**config.mk**
```make
export PLATFORM = sky130hd
export DESIGN_NAME = nmea_sentence_validator_top
export DESIGN_NICKNAME = d
export VERILOG_FILES = /design/src/rtl/nsv_pkg.sv /design/src/rtl/nmea_sentence_validator_top.sv
export SDC_FILE = /design/constraint.sdc
export NUM_CORES = 1
export LEC_CHECK = 0
export BUFFER_PORTS_ARGS = -buffer_cell sky130_fd_sc_hd__buf_2
export CELL_PAD_IN_SITES_DETAIL_PLACEMENT = 0
export CELL_PAD_IN_SITES_GLOBAL_PLACEMENT = 1
export CORE_ASPECT_RATIO = 1.5
export CORE_MARGIN = 5
export CORE_UTILIZATION = 43
export DETAILED_ROUTE_END_ITERATION = 16
export PLACE_DENSITY_LB_ADDON = 0.15
export SYNTH_ARGS = -nofsm -noshare
export SYNTH_HDL_FRONTEND = slang
export SYNTH_SLANG_ARGS = --single-unit
```
**constraint.sdc**
```tcl
create_clock -name clk -period 3.39 [get_ports clk]
set_clock_uncertainty 0.15 [all_clocks]
set_input_delay 0.1695 -clock clk [delete_from_list [all_inputs] [get_ports clk]]
set_output_delay 0.1695 -clock clk [all_outputs]
set_load 0.01 [all_outputs]
```
**src/rtl/nsv_pkg.sv**
```systemverilog
// ----------------------------------------------------------------------------
// nsv_pkg
// Shared types, character codes and helper functions for the NMEA sentence
// validator.
// ----------------------------------------------------------------------------
`default_nettype none

package nsv_pkg;

    // syntax position inside one token
    typedef enum logic [3:0] {
        PH_DOLLAR = 4'd0,
        PH_G      = 4'd1,
        PH_P      = 4'd2,
        PH_TYPE0  = 4'd3,
        PH_TYPE1  = 4'd4,
        PH_TYPE2  = 4'd5,
        PH_COMMA  = 4'd6,
        PH_BODY   = 4'd7,
        PH_HEX0   = 4'd8,
        PH_HEX1   = 4'd9,
        PH_DONE   = 4'd10
    } phase_t;

    // reported sentence kinds
    typedef enum logic [1:0] {
        KIND_NONE = 2'd0,
        KIND_GLL  = 2'd1,
        KIND_GGA  = 2'd2,
        KIND_RMC  = 2'd3
    } kind_t;

    // ascii codes
    localparam logic [7:0] CH_DOLLAR = 8'h24;
    localparam logic [7:0] CH_STAR   = 8'h2A;
    localparam logic [7:0] CH_COMMA  = 8'h2C;
    localparam logic [7:0] CH_DASH   = 8'h2D;
    localparam logic [7:0] CH_DOT    = 8'h2E;
    localparam logic [7:0] CH_G      = 8'h47;
    localparam logic [7:0] CH_P      = 8'h50;

    // three-letter sentence types, first letter in the top byte
    localparam logic [23:0] TYPE_GLL = 24'h474C4C;
    localparam logic [23:0] TYPE_GGA = 24'h474741;
    localparam logic [23:0] TYPE_RMC = 24'h524D43;

    // expected field totals per type
    localparam logic [5:0] FIELDS_GLL = 6'd5;
    localparam logic [5:0] FIELDS_GGA = 6'd14;
    localparam logic [5:0] FIELDS_RMC = 6'd11;
    localparam logic [5:0] FIELDS_MAX = 6'd63;

    function automatic logic is_upper(input logic [7:0] c);
        return (c >= 8'h41) && (c <= 8'h5A);
    endfunction

    function automatic logic is_lower(input logic [7:0] c);
        return (c >= 8'h61) && (c <= 8'h7A);
    endfunction

    function automatic logic is_digit(input logic [7:0] c);
        return (c >= 8'h30) && (c <= 8'h39);
    endfunction

    function automatic logic is_body_char(input logic [7:0] c);
        return is_upper(c) || is_lower(c) || is_digit(c) ||
               (c == CH_DASH) || (c == CH_COMMA) || (c == CH_DOT);
    endfunction

    function automatic logic is_hex(input logic [7:0] c);
        return is_digit(c) || ((c >= 8'h41) && (c <= 8'h46)) ||
               ((c >= 8'h61) && (c <= 8'h66));
    endfunction

    // nibble value of a hex digit, only meaningful when is_hex holds
    function automatic logic [3:0] hex_value(input logic [7:0] c);
        logic [7:0] v;
        if (is_digit(c))
        begin
            v = c - 8'h30;
        end
        else if (c <= 8'h46)
        begin
            v = c - 8'h37;
        end
        else
        begin
            v = c - 8'h57;
        end
        return v[3:0];
    endfunction

endpackage

`default_nettype wire

```
**src/rtl/nmea_sentence_validator_top.sv**
```systemverilog
// A character is first taken into the input register, and the result of a last
// character is then loaded into the result register when the output is free.
// Throughput: one character per cycle, set by the single-pass phase update.
// A result waiting on result_stall holds back the input only for a last character.
// Reset: asynchronous, active low; clears phase, checks and both valid bits.
// ----------------------------------------------------------------------------
// nmea_sentence_validator_top
// Checks NMEA 0183 sentences one character at a time: syntax, XOR checksum,
// sentence type and field count, with one result per token.
// ----------------------------------------------------------------------------
`default_nettype none

module nmea_sentence_validator_top
    import nsv_pkg::*;
(
    input  wire logic       clk,
    input  wire logic       rst_n,

    input  wire logic       char_valid,
    output logic            char_stall,
    input  wire logic [7:0] char_code,
    input  wire logic       token_end,

    output logic            result_valid,
    input  wire logic       result_stall,
    output logic            well_formed,
    output logic            checksum_good,
    output logic [1:0]      sentence_kind,
    output logic [5:0]      field_total,
    output logic            accepted
);

    // input register
    logic        in_valid_reg;
    logic [7:0]  in_char_reg;
    logic        in_end_reg;

    // token state
    phase_t      phase_reg, phase_next;
    logic        err_reg, err_next;
    logic [23:0] letters_reg, letters_next;
    logic [7:0]  xor_reg, xor_next;
    logic [7:0]  csum_reg, csum_next;
    logic [5:0]  count_reg, count_next;

    // result register
    logic        res_valid_reg;
    logic        wf_reg, ck_reg, acc_reg;
    kind_t       kind_reg;
    logic [5:0]  total_reg;

    // result of the current character
    logic        wf_c, ck_c, acc_c;
    kind_t       kind_c;
    logic [5:0]  total_c, want_c;

    logic        out_free;
    logic        advance;
    logic        load_result;

    // handshake control
    assign out_free    = !res_valid_reg || !result_stall;
    assign advance     = in_valid_reg && (!in_end_reg || out_free);
    assign load_result = advance && in_end_reg;
    assign char_stall  = in_valid_reg && !advance;

    // input register
    always_ff @(posedge clk or negedge rst_n)
    begin
        if (!rst_n)
        begin
            in_valid_reg <= 1'b0;
        end
        else if (!char_stall)
        begin
            in_valid_reg <= char_valid;
        end
    end

    always_ff @(posedge clk)
    begin
        if (char_valid && !char_stall)
        begin
            in_char_reg <= char_code;
            in_end_reg  <= token_end;
        end
    end

    // next phase and sticky error
    always_comb
    begin
        phase_next = phase_reg;
        err_next   = err_reg;
        if (!err_reg)
        begin
            unique case (phase_reg)
                PH_DOLLAR:
                begin
                    if (in_char_reg == CH_DOLLAR) phase_next = PH_G;
                    else                          err_next   = 1'b1;
                end
                PH_G:
                begin
                    if (in_char_reg == CH_G) phase_next = PH_P;
                    else                     err_next   = 1'b1;
                end
                PH_P:
                begin
                    if (in_char_reg == CH_P) phase_next = PH_TYPE0;
                    else                     err_next   = 1'b1;
                end
                PH_TYPE0:
                begin
                    if (is_upper(in_char_reg)) phase_next = PH_TYPE1;
                    else                       err_next   = 1'b1;
                end
                PH_TYPE1:
                begin
                    if (is_upper(in_char_reg)) phase_next = PH_TYPE2;
                    else                       err_next   = 1'b1;
                end
                PH_TYPE2:
                begin
                    if (is_upper(in_char_reg)) phase_next = PH_COMMA;
                    else                       err_next   = 1'b1;
                end
                PH_COMMA:
                begin
                    if (in_char_reg == CH_COMMA) phase_next = PH_BODY;
                    else                         err_next   = 1'b1;
                end
                PH_BODY:
                begin
                    if (in_char_reg == CH_STAR)          phase_next = PH_HEX0;
                    else if (!is_body_char(in_char_reg)) err_next   = 1'b1;
                end
                PH_HEX0:
                begin
                    if (is_hex(in_char_reg)) phase_next = PH_HEX1;
                    else                     err_next   = 1'b1;
                end
                PH_HEX1:
                begin
                    if (is_hex(in_char_reg)) phase_next = PH_DONE;
                    else                     err_next   = 1'b1;
                end
                default:
                begin
                    err_next = 1'b1;
                end
            endcase
        end
    end

    // datapath updates: type letters, xor, checksum digits, field count
    always_comb
    begin
        letters_next = letters_reg;
        xor_next     = xor_reg;
        csum_next    = csum_reg;
        count_next   = count_reg;
        if (!err_reg)
        begin
            if ((phase_reg != PH_DOLLAR) && (phase_reg <= PH_BODY) &&
                (in_char_reg != CH_STAR))
            begin
                xor_next = xor_reg ^ in_char_reg;
            end
            case (phase_reg)
                PH_TYPE0, PH_TYPE1, PH_TYPE2:
                begin
                    if (is_upper(in_char_reg))
                    begin
                        letters_next = {letters_reg[15:0], in_char_reg};
                    end
                end
                PH_COMMA:
                begin
                    if (in_char_reg == CH_COMMA) count_next = 6'd1;
                end
                PH_BODY:
                begin
                    if ((in_char_reg == CH_COMMA) && (count_reg != FIELDS_MAX))
                    begin
                        count_next = count_reg + 6'd1;
                    end
                end
                PH_HEX0, PH_HEX1:
                begin
                    if (is_hex(in_char_reg))
                    begin
                        csum_next = {csum_reg[3:0], hex_value(in_char_reg)};
                    end
                end
                default:
                begin
                end
            endcase
        end
    end

    // token result from the updated state
    always_comb
    begin
        wf_c    = !err_next && (phase_next == PH_DONE);
        ck_c    = wf_c && (xor_next == csum_next);
        kind_c  = KIND_NONE;
        want_c  = 6'd0;
        total_c = 6'd0;
        if (wf_c)
        begin
            total_c = count_next;
            if (letters_next == TYPE_GLL)
            begin
                kind_c = KIND_GLL;
                want_c = FIELDS_GLL;
            end
            else if (letters_next == TYPE_GGA)
            begin
                kind_c = KIND_GGA;
                want_c = FIELDS_GGA;
            end
            else if (letters_next == TYPE_RMC)
            begin
                kind_c = KIND_RMC;
                want_c = FIELDS_RMC;
            end
        end
        acc_c = ck_c && (kind_c != KIND_NONE) && (total_c == want_c);
    end

    // token state registers, cleared at the end of every token
    always_ff @(posedge clk or negedge rst_n)
    begin
        if (!rst_n)
        begin
            phase_reg   <= PH_DOLLAR;
            err_reg     <= 1'b0;
            letters_reg <= 24'd0;
            xor_reg     <= 8'd0;
            csum_reg    <= 8'd0;
            count_reg   <= 6'd0;
        end
        else if (advance)
        begin
            if (in_end_reg)
            begin
                phase_reg   <= PH_DOLLAR;
                err_reg     <= 1'b0;
                letters_reg <= 24'd0;
                xor_reg     <= 8'd0;
                csum_reg    <= 8'd0;
                count_reg   <= 6'd0;
            end
            else
            begin
                phase_reg   <= phase_next;
                err_reg     <= err_next;
                letters_reg <= letters_next;
                xor_reg     <= xor_next;
                csum_reg    <= csum_next;
                count_reg   <= count_next;
            end
        end
    end

    // result register
    always_ff @(posedge clk or negedge rst_n)
    begin
        if (!rst_n)
        begin
            res_valid_reg <= 1'b0;
        end
        else if (load_result)
        begin
            res_valid_reg <= 1'b1;
        end
        else if (!result_stall)
        begin
            res_valid_reg <= 1'b0;
        end
    end

    always_ff @(posedge clk)
    begin
        if (load_result)
        begin
            wf_reg    <= wf_c;
            ck_reg    <= ck_c;
            kind_reg  <= kind_c;
            total_reg <= total_c;
            acc_reg   <= acc_c;
        end
    end

    // outputs
    assign result_valid  = res_valid_reg;
    assign well_formed   = wf_reg;
    assign checksum_good = ck_reg;
    assign sentence_kind = kind_reg;
    assign field_total   = total_reg;
    assign accepted      = acc_reg;

endmodule

`default_nettype wire
```
=== Word level (Yosys, flattened, before mapping) ===
Cells that the tools add are included.

* Add/subtract/negate cells: 4
* $lt $le $gt $ge: 9
* Equality and inequality tests: 25
* Multiplexer cells: 53
* Bitwise gates (word level): 1
* Reductions and logical operators: 36

{| class="wikitable"
|+ Operators with widths
! kind !! count
|-
| two-way mux 24 bit || 4
|-
| == test 24 x 23 -> 1 bit (second input constant) || 3
|-
| two-way mux 4 bit || 18
|-
| two-way mux 8 bit || 7
|-
| == test 8 x 6 -> 1 bit (second input constant) || 5
|-
| one-hot mux 4 bit (10 select lines) || 1
|-
| less-or-equal comparator 8 x 7 -> 1 bit (second input constant) || 4
|-
| two-way mux 6 bit || 5
|-
| == test 4 x 3 -> 1 bit (second input constant) || 4
|-
| == test 8 x 7 -> 1 bit (second input constant) || 2
|-
| >= comparator 8 x 7 -> 1 bit (second input constant) || 2
|-
| logical AND 1 bit || 16
|-
| == test 4 bit (second input constant) || 3
|-
| two-way mux 1 bit || 12
|-
| one-hot mux 6 bit (2 select lines) || 1
|-
| logical OR 1 bit || 9
|-
| == test 4 x 2 -> 1 bit (second input constant) || 2
|-
| == test 8 bit || 1
|-
| >= comparator 8 x 6 -> 1 bit (second input constant) || 1
|-
| less-or-equal comparator 8 x 6 -> 1 bit (second input constant) || 1
|-
| two-way mux 2 bit || 4
|-
| inequality test 8 x 6 -> 1 bit (second input constant) || 1
|-
| subtractor 4 x 3 -> 4 bit (second input constant) || 2
|-
| XOR 8 bit || 1
|-
| other kinds (14) || 19
|}

* Flip-flop bits (word level): 73
* Input port bits: 13

=== Depth between registers and ports, before layout ===
Gate-level depths: netlist of run 1.

* Depth after elaboration: 17
* Mapped depth: 13
* Gate-level depth less buffers: 10

=== Least setup slack after synthesis of run 1 ===
No wires, ideal clock.

* Path type: register to register
* Start: register in_char_reg[1]
* End: register acc_reg, in the netlist accepted (data pin)
* Setup time: 0.170 ns
* Arrival: 2.825 ns
* Required time: 3.070 ns
* Setup slack: 0.245 ns
* Cell stages (with the launch flop): 12
* Clock period less this slack: 3.145 ns
* Cells stage by stage: edfxtp_1 > buf_2 > inv_1 > ha_1 > or4b_4 > o21a_1 > nand4_2 > mux2_2 > or3b_1 > o22ai_1 > nand4_1 > nor4_2

* Longest elaborated chain between the ends: 17

{| class="wikitable"
|+ Ends and longest elaborated chain
! what !! RTL line !! RTL
|-
| start: declaration || nmea_sentence_validator_top.sv:35 || <nowiki>logic [7:0] in_char_reg;</nowiki>
|-
| start signal: assignment || nmea_sentence_validator_top.sv:84 || <nowiki>in_char_reg <= char_code;</nowiki>
|-
| branches (longest 16 deep; another with >= comparator 8 x 7 -> 1 bit) || -- ||
|-
| logical AND 1 bit * || nmea_sentence_validator_top.sv:229 || <nowiki>acc_c = ck_c && (kind_c != KIND_NONE) && (total_c == want_c);</nowiki>
|-
| net acc_c || nmea_sentence_validator_top.sv:53 || <nowiki>logic wf_c, ck_c, acc_c;</nowiki>
|-
| end signal: assignment || nmea_sentence_validator_top.sv:292 || <nowiki>acc_reg <= acc_c;</nowiki>
|-
| end: declaration || nmea_sentence_validator_top.sv:48 || <nowiki>logic wf_reg, ck_reg, acc_reg;</nowiki>
|}

Mark *: on every way through the listed nets, which the timed path passes.
A chain may end at the register's enable or synchronous reset.

=== Worst setup path after layout of run 1 ===
* Start: register in_char_reg[0]
* End: register acc_reg, in the netlist accepted (data pin)

Same word-level chain as after synthesis.

==> summary.md, run 1 <==
| Metric | Value |
|---|---|
| Via count | 3937 |
| Clock-pin slew on the worst setup and hold paths | 0.06 ns |
| DR pass1 iterations | 5 |
| Die area | 12900 um2 |
| Max reg flops | 24 |
| Seq/Total Area, Yosys | 0.4193 |
| Area fraction of the dominant cell type after synthesis | 0.2886 |
| P&R area growth vs syn | 15.95% |
| Post-CTS Setup Bufs | 0 |
| Max_cap viols | 0 |
| Number of synthesized flops with an enable pin | 20 |
| Initial Util | 0.4363 |
| Hold Crit Class | in2async |
| Antenna-violating nets left | 0 |
| Final core area utilization | 0.5059 |
| Post-Synth XOR/XNOR Area | 0.03784 |
| Max_slew headroom | 0.4745 |
| Sw power | 0.8715 mW |
| Initial antenna violation count | 0 |
| Comb pwr share | 0.250 |
| Data arrival, critical path | 3.20 ns |
| H-Tree Depth | 3 |
| Tcrit/Tclk final | 0.9387 |
| Vias in the first global route | 3947 |
| WHS | 0.1672 ns |
| First-pass GRT wire length | 20670 um |
| Post-synthesis cell count | 494 |
| Simple logic cell fraction of the synthesized area | 0.2434 |
| Kind of critical path | reg2reg |
| Port Buffers | 25 |
| Clock power share | 0.352 |
| Num CTS Buffers | 9 |
| Maximum clock path buffer count | 2 |
| Crit path required time | 3.41 ns |
| Largest family of logic cells by synthesized area | simple AND/OR/NAND/NOR gates |
| # DRC | 0 |
| Post-Place Cells | 653 |
| Library cells used by synthesis | 76 |
| Top cells by area, synth | dfrtp_1, edfxtp_1, nand2_1 |
| Complex-gate fraction of the synthesized area | 0.2162 |
| Sink Count | 73 |
| Pwr Total | 2.676 mW |
| Clock period minus worst slack | 3.182 ns |
| DP Wirelength | 9362 um |
| Largest net degree at the start of global routing | 25 |
| Slew Limit Fails | 0 |
| Die height | 136.6 um |
| RSZ-0062 raised after global routing | no |
| Mux cell area share after synthesis | 0.02205 |
| Internal power | 1.805 mW |
| Syn Nets | 512 |
| Count leader, synth | nand2_1 |
| Slew at the pin with the worst max-slew slack | 0.7882 ns |
| Total grt overflow | 0 |
| Leading area contributor after synthesis | dfrtp_1 |
| Final Hold Vio Count | 0 |
| Main synth FF type | dfrtp_1 |
| CP Max Fanout | 5 |
| Drt wl/cell | 18.68 um |
| Synth Register Bits | 73 |
| Iter 0 DRT Violations | 321 |
| Net count reported at finish | 550 |
| Top Ports | 26 |
| Clock Latency Late Sink | 0.34 ns |
| Mean Syn Cell Area | 9.303 um2 |
| Antenna diodes | 0 |
| Power per Cell Area | 502.3 nW/um2 |
| Post-Route WL | 12720 um |
| Share of layout cells above drive strength 1 | 0.1601 |
| FFs w/ async S/R, synth | 0.7260 |
| TNS Setup | 0 ns |
| Synthesized-area fraction occupied by adder cells | 0.01361 |
| Status | finished clean |
| Synth cell count leaders | nand2_1, dfrtp_1, o21ai_0 |
| Switching Share | 0.3256 |
| Rows | 46 |
| Final std cells w/o fill | 681 |
| YS warnings | 0 |
| CTS tree | built |
| Gr usage total | 0.2096 |
| CORE AREA | 10530 um2 |
| RD Place Congestion | 0.9110 |
| Via density | 5.781 |
| DIE WIDTH | 94.41 um |
| Fmax | 314.2 MHz |
| Flop pwr share | 0.399 |
| Crit. End Element | register |
| Final Setup Violations | 0 |
| Root buffer cell | clkbuf_16 |
| Post-Syn Area | 4596 um2 |
| VDD IR max | 0.2474 mV |
| P_leak | 2.108 nW |
| Kind of start point of the critical path | register |
-- final timing paths --
| path | start | to | slack, ns | cells after the start |
|---|---|---|---|---|
| max | in_char_reg[0] | accepted | 0.21 | 10 |
| max reg2reg | in_char_reg[0] | accepted | 0.21 | 10 |
| min in group clk | csum_reg[5] | csum_reg[5] | 0.36 | 2 |
| max in group asynchronous | rst_n | xor_reg[1] | 2.29 | 3 |
| min reg2reg | csum_reg[5] | csum_reg[5] | 0.36 | 2 |
| min | rst_n | letters_reg[4] | 0.17 | 2 |
-- cells in the final DEF (no fill, tap or decap), types with 4 or more instances in the layout --
cell	count
a211oi_1	4
a21o_1	4
a21oi_1	23
a22o_1	22
a22oi_1	5
a31oi_1	5
and2_1	13
and3_1	4
buf_2	25
buf_4	23
clkbuf_16	9
dfrtp_1	53
dlygate4sd3_1	12
edfxtp_1	20
ha_1	5
inv_1	14
mux2i_1	9
nand2_1	54
nand2b_1	5
nand3_1	13
nand4_1	8
nor2_1	32
nor3_1	23
nor3b_1	5
nor4_1	5
o21ai_0	37
o22ai_1	5
xnor2_1	7
xor2_1	11
-- power by group through the flow --
stage	Combinational, mW	Sequential, mW	Clock, mW
after floorplan	0.485	1.05	0
after global placement	0.649	1.08	0
after detailed placement	0.652	1.08	0
after CTS	0.665	1.07	0.967
after global routing	0.732	1.08	1.00
final	0.668	1.07	0.941
-- logic make-up after synthesis --
logic type | Yosys count
DFF | 73
and+or+nand+nor | 200
AOI/OAI and AO/OA | 140
adders and majority gates | 5
muxes | 10
xor gates and xnor gates | 19
buffers and inverters | 47
-- cell type report --
| class | count | area [um2] |
|---|---|---|
| fillers | 996 | 5204 |
| multi-input cells | 374 | 2457 |
| flip-flops and latches | 73 | 1927 |
| repair buffers | 60 | 417.9 |
| clock buffers | 9 | 225.2 |
| well taps | 144 | 180.2 |
| clock inverters | 7 | 68.82 |
| inverters | 14 | 52.55 |
-- stage by stage --
stage          worst slack, ns  area, um2
2_1_floorplan           0.2451       4596
3_3_place_gp            0.2449       4907
3_5_place_dp            0.1456       4907
4_1_cts                 0.1354       5321
5_1_grt                0.05209       5329
6_report                0.2078       5329
-- worst max-delay path, stage by stage, from the launching register on --
cell and delay, ns:
edfxtp_1 0.42, inv_1 0.10, ha_1 0.22, or4b_4 0.52
o21a_1 0.23, nand4_2 0.08, mux2_2 0.40, or3b_1 0.40
o22ai_1 0.19, nand4_1 0.15, nor4_2 0.15
-- layer usage --
layer,vias to the layer above,global-route usage,part of all wire
li1,1908,-,-
met1,1895,0.2476,0.41
met2,102,0.3637,0.51
met3,32,0.03355,0.037
met4,0,0.1060,0.041
met5,-,0,0
-- what timing repair did --
item	in CTS	in global routing
setup endpoints to repair	0	1
gates resized for setup	0	1
hold buffers	12	0
hold endpoints to repair	31	0
(Power assumes the default switching activity.)
==> run 2: changes to the inputs <==
--- a/config.mk
+++ b/config.mk
@@ -10,7 +10,8 @@
 export CELL_PAD_IN_SITES_GLOBAL_PLACEMENT = 1
 export CORE_ASPECT_RATIO = 1.5
 export CORE_MARGIN = 5
-export CORE_UTILIZATION = 43
+export CORE_UTILIZATION = 45
+export CTS_BUF_LIST = sky130_fd_sc_hd__clkbuf_8
 export DETAILED_ROUTE_END_ITERATION = 16
 export PLACE_DENSITY_LB_ADDON = 0.15
 export SYNTH_ARGS = -nofsm -noshare
==> summary.md, run 2 (synthesis gave the netlist of run 1 again) <==
| Metric | Value |
|---|---|
| Status | finished clean |
| Total grt overflow | 0 |
| Root buffer cell | clkbuf_8 |
| Fmax | 314.4 MHz |
| Final Setup Violations | 0 |
| Filler cells | 941 |
| Reg2reg setup slack | 0.21 ns |
| Flop pwr share | 0.420 |
| Share of layout cells above drive strength 1 | 0.1593 |
| Max_slew headroom | 0.4757 |
| # DRC | 0 |
| Post-layout instance area | 5260 um2 |
| Drt wl/cell | 19.18 um |
| Via count | 3953 |
| VDD IR max | 0.2665 mV |
| CORE AREA | 10080 um2 |
| Num CTS Buffers | 9 |
| GR peak layer | met2 |
| Die height | 133.8 um |
| DP Worst Slack | 0.1632 ns |
| Met3 usage | 0.03535 |
| Initial antenna violation count | 0 |
| Reg2reg path depth | 10 |
| Initial Util | 0.4560 |
| Comb pwr share | 0.260 |
| Clock period minus worst slack | 3.181 ns |
| Largest net degree at the start of global routing | 28 |
| Fin worst setup slack | 0.2094 ns |
| Sw power | 0.8403 mW |
| First-pass GRT wire length | 20800 um |
| Data arrival, critical path | 3.23 ns |
| Net count reported at finish | 553 |
| Worst r2r src | in_char_reg[0] |
| Clock power share | 0.320 |
| CP cell instances | inv_1 -> ha_1 -> or4b_4 -> o21a_1 -> nand4_2 -> mux2_2 -> or3b_1 -> o22ai_1 -> nand4_1 -> nor4_2 |
| Commonest non-fill, non-tap cells in the layout | nand2_1, dfrtp_1, o21ai_0 |
| Maximum clock path buffer count | 2 |
| Vias in the first global route | 4030 |
| CTS tree | built |
| Clock-pin slew on the worst setup and hold paths | 0.08 ns |
| Max incr delay on CP | 0.52 ns |
| Kind of start point of the critical path | register |
| Area of the multi-input gates | 2457 um2 |
| Top Ports | 26 |
| Routing usage on met1 | 0.2379 |
| Antenna diodes | 0 |
| Via density | 6.017 |
| Die area | 12380 um2 |
| Port Buffers | 25 |
| Met2 usage | 0.3892 |
| Internal power | 1.719 mW |
| Switching Share | 0.3284 |
| P_leak | 2.099 nW |
| RR Endpoint | accepted |
| Max_cap viols | 0 |
| Commonest non-fill, non-tap cell in the layout | nand2_1 |
| Hold Crit Class | in2async |
| Slew at the pin with the worst max-slew slack | 0.7864 ns |
| Sink Count | 73 |
| P&R area growth vs syn | 14.46% |
| Final core area utilization | 0.5219 |
| Max reg flops | 24 |
| Crit path required time | 3.44 ns |
| Iter 0 DRT Violations | 224 |
| RD Place Congestion | 0.9509 |
| Gr usage total | 0.2157 |
| Placed Area | 4888 um2 |
| Final Hold Vio Count | 0 |
| Register Area | 1927 um2 |
| DP Wirelength | 9227 um |
| H-Tree Depth | 3 |
| Kind of critical path | reg2reg |
| Antenna-violating nets left | 0 |
| Clock Latency Late Sink | 0.36 ns |
| Tcrit/Tclk final | 0.9382 |
| DR pass1 iterations | 5 |
| Rows | 45 |
| Post-CTS Setup Bufs | 0 |
| Power per Cell Area | 486.5 nW/um2 |
| Post-Route WL | 12600 um |
| TNS Setup | 0 ns |
| CP Max Fanout | 5 |
| Slowest stage cell, crit path | or4b_4 |
| RSZ-0062 raised after global routing | no |
| Crit. End Element | register |
| Slew Limit Fails | 0 |
| DIE WIDTH | 92.51 um |
==> run 2: cell count changes in the layout (fill, tap and decap cells not counted), sizes merged <==
cell         delta
clkinv          -1
clkinvlp        -1
buf             +2
bufinv          +2
dlygate4sd3     +1
==> run 2: timing repair <==
item / 4_1_cts / 5_1_grt
hold buffers: 13 / 0
gates resized for setup: 0 / 1
setup endpoints to repair: 0 / 1
endpoints found under the hold margin: 36 / 0
==> run 2: stage by stage <==
step	hold slack [ns]	instances	total power, mW
global route	0.2526	657	2.699
global placement	0.04860	628	1.728
CTS	0.2030	657	2.572
detailed placement	0.05677	628	1.738
floorplan	-0.2761	494	1.537
finish	0.1936	657	2.559
==> run 2: worst max path at each step <==
stage / to / slack (ns) / startpoint
6_report: accepted / 0.21 / in_char_reg[0]
5_1_grt: accepted / 0.02 / in_char_reg[0]
4_1_cts: accepted / 0.14 / in_char_reg[0]
3_5_place_dp: accepted / 0.16 / in_char_reg[0]
3_3_place_gp: accepted / 0.26 / in_char_reg[0]
2_1_floorplan: accepted / 0.25 / in_char_reg[1]
==> run 2: power by group through the flow <==
stage	clock (mW)	combinational, mW	sequential [mW]
2_1_floorplan	0	0.485	1.05
3_3_place_gp	0	0.641	1.09
3_5_place_dp	0	0.647	1.09
4_1_cts	0.838	0.661	1.07
5_1_grt	0.877	0.734	1.09
6_report	0.819	0.664	1.08
==> run 2: final cells by class <==
class / count / share of cell area
clock buffer: 9 / 0.02355
sequential: 73 / 0.3663
timing repair buffer: 63 / 0.08421
tap: 117 / 0.02783
multi-input combinational: 374 / 0.4672
inverter: 14 / 0.009990
clock inverter: 7 / 0.02093
==> run 2: routing by layer <==
layer | share of wire | routed length (um)
met3 | 0.031 | 393
met5 | 0 | 0
met2 | 0.53 | 6662
met1 | 0.40 | 4989
met4 | 0.044 | 555
==> run 2: critical path: cells and delay by family (launching register included) <==
family	cells	cell delay (ns)
AO/OA/AOI/OAI	2	0.40
adder cells (fa/ha/maj)	1	0.23
buffers and inverters	1	0.11
AND/OR/NAND/NOR	5	1.28
multiplexers	1	0.40
flip-flops	1	0.45
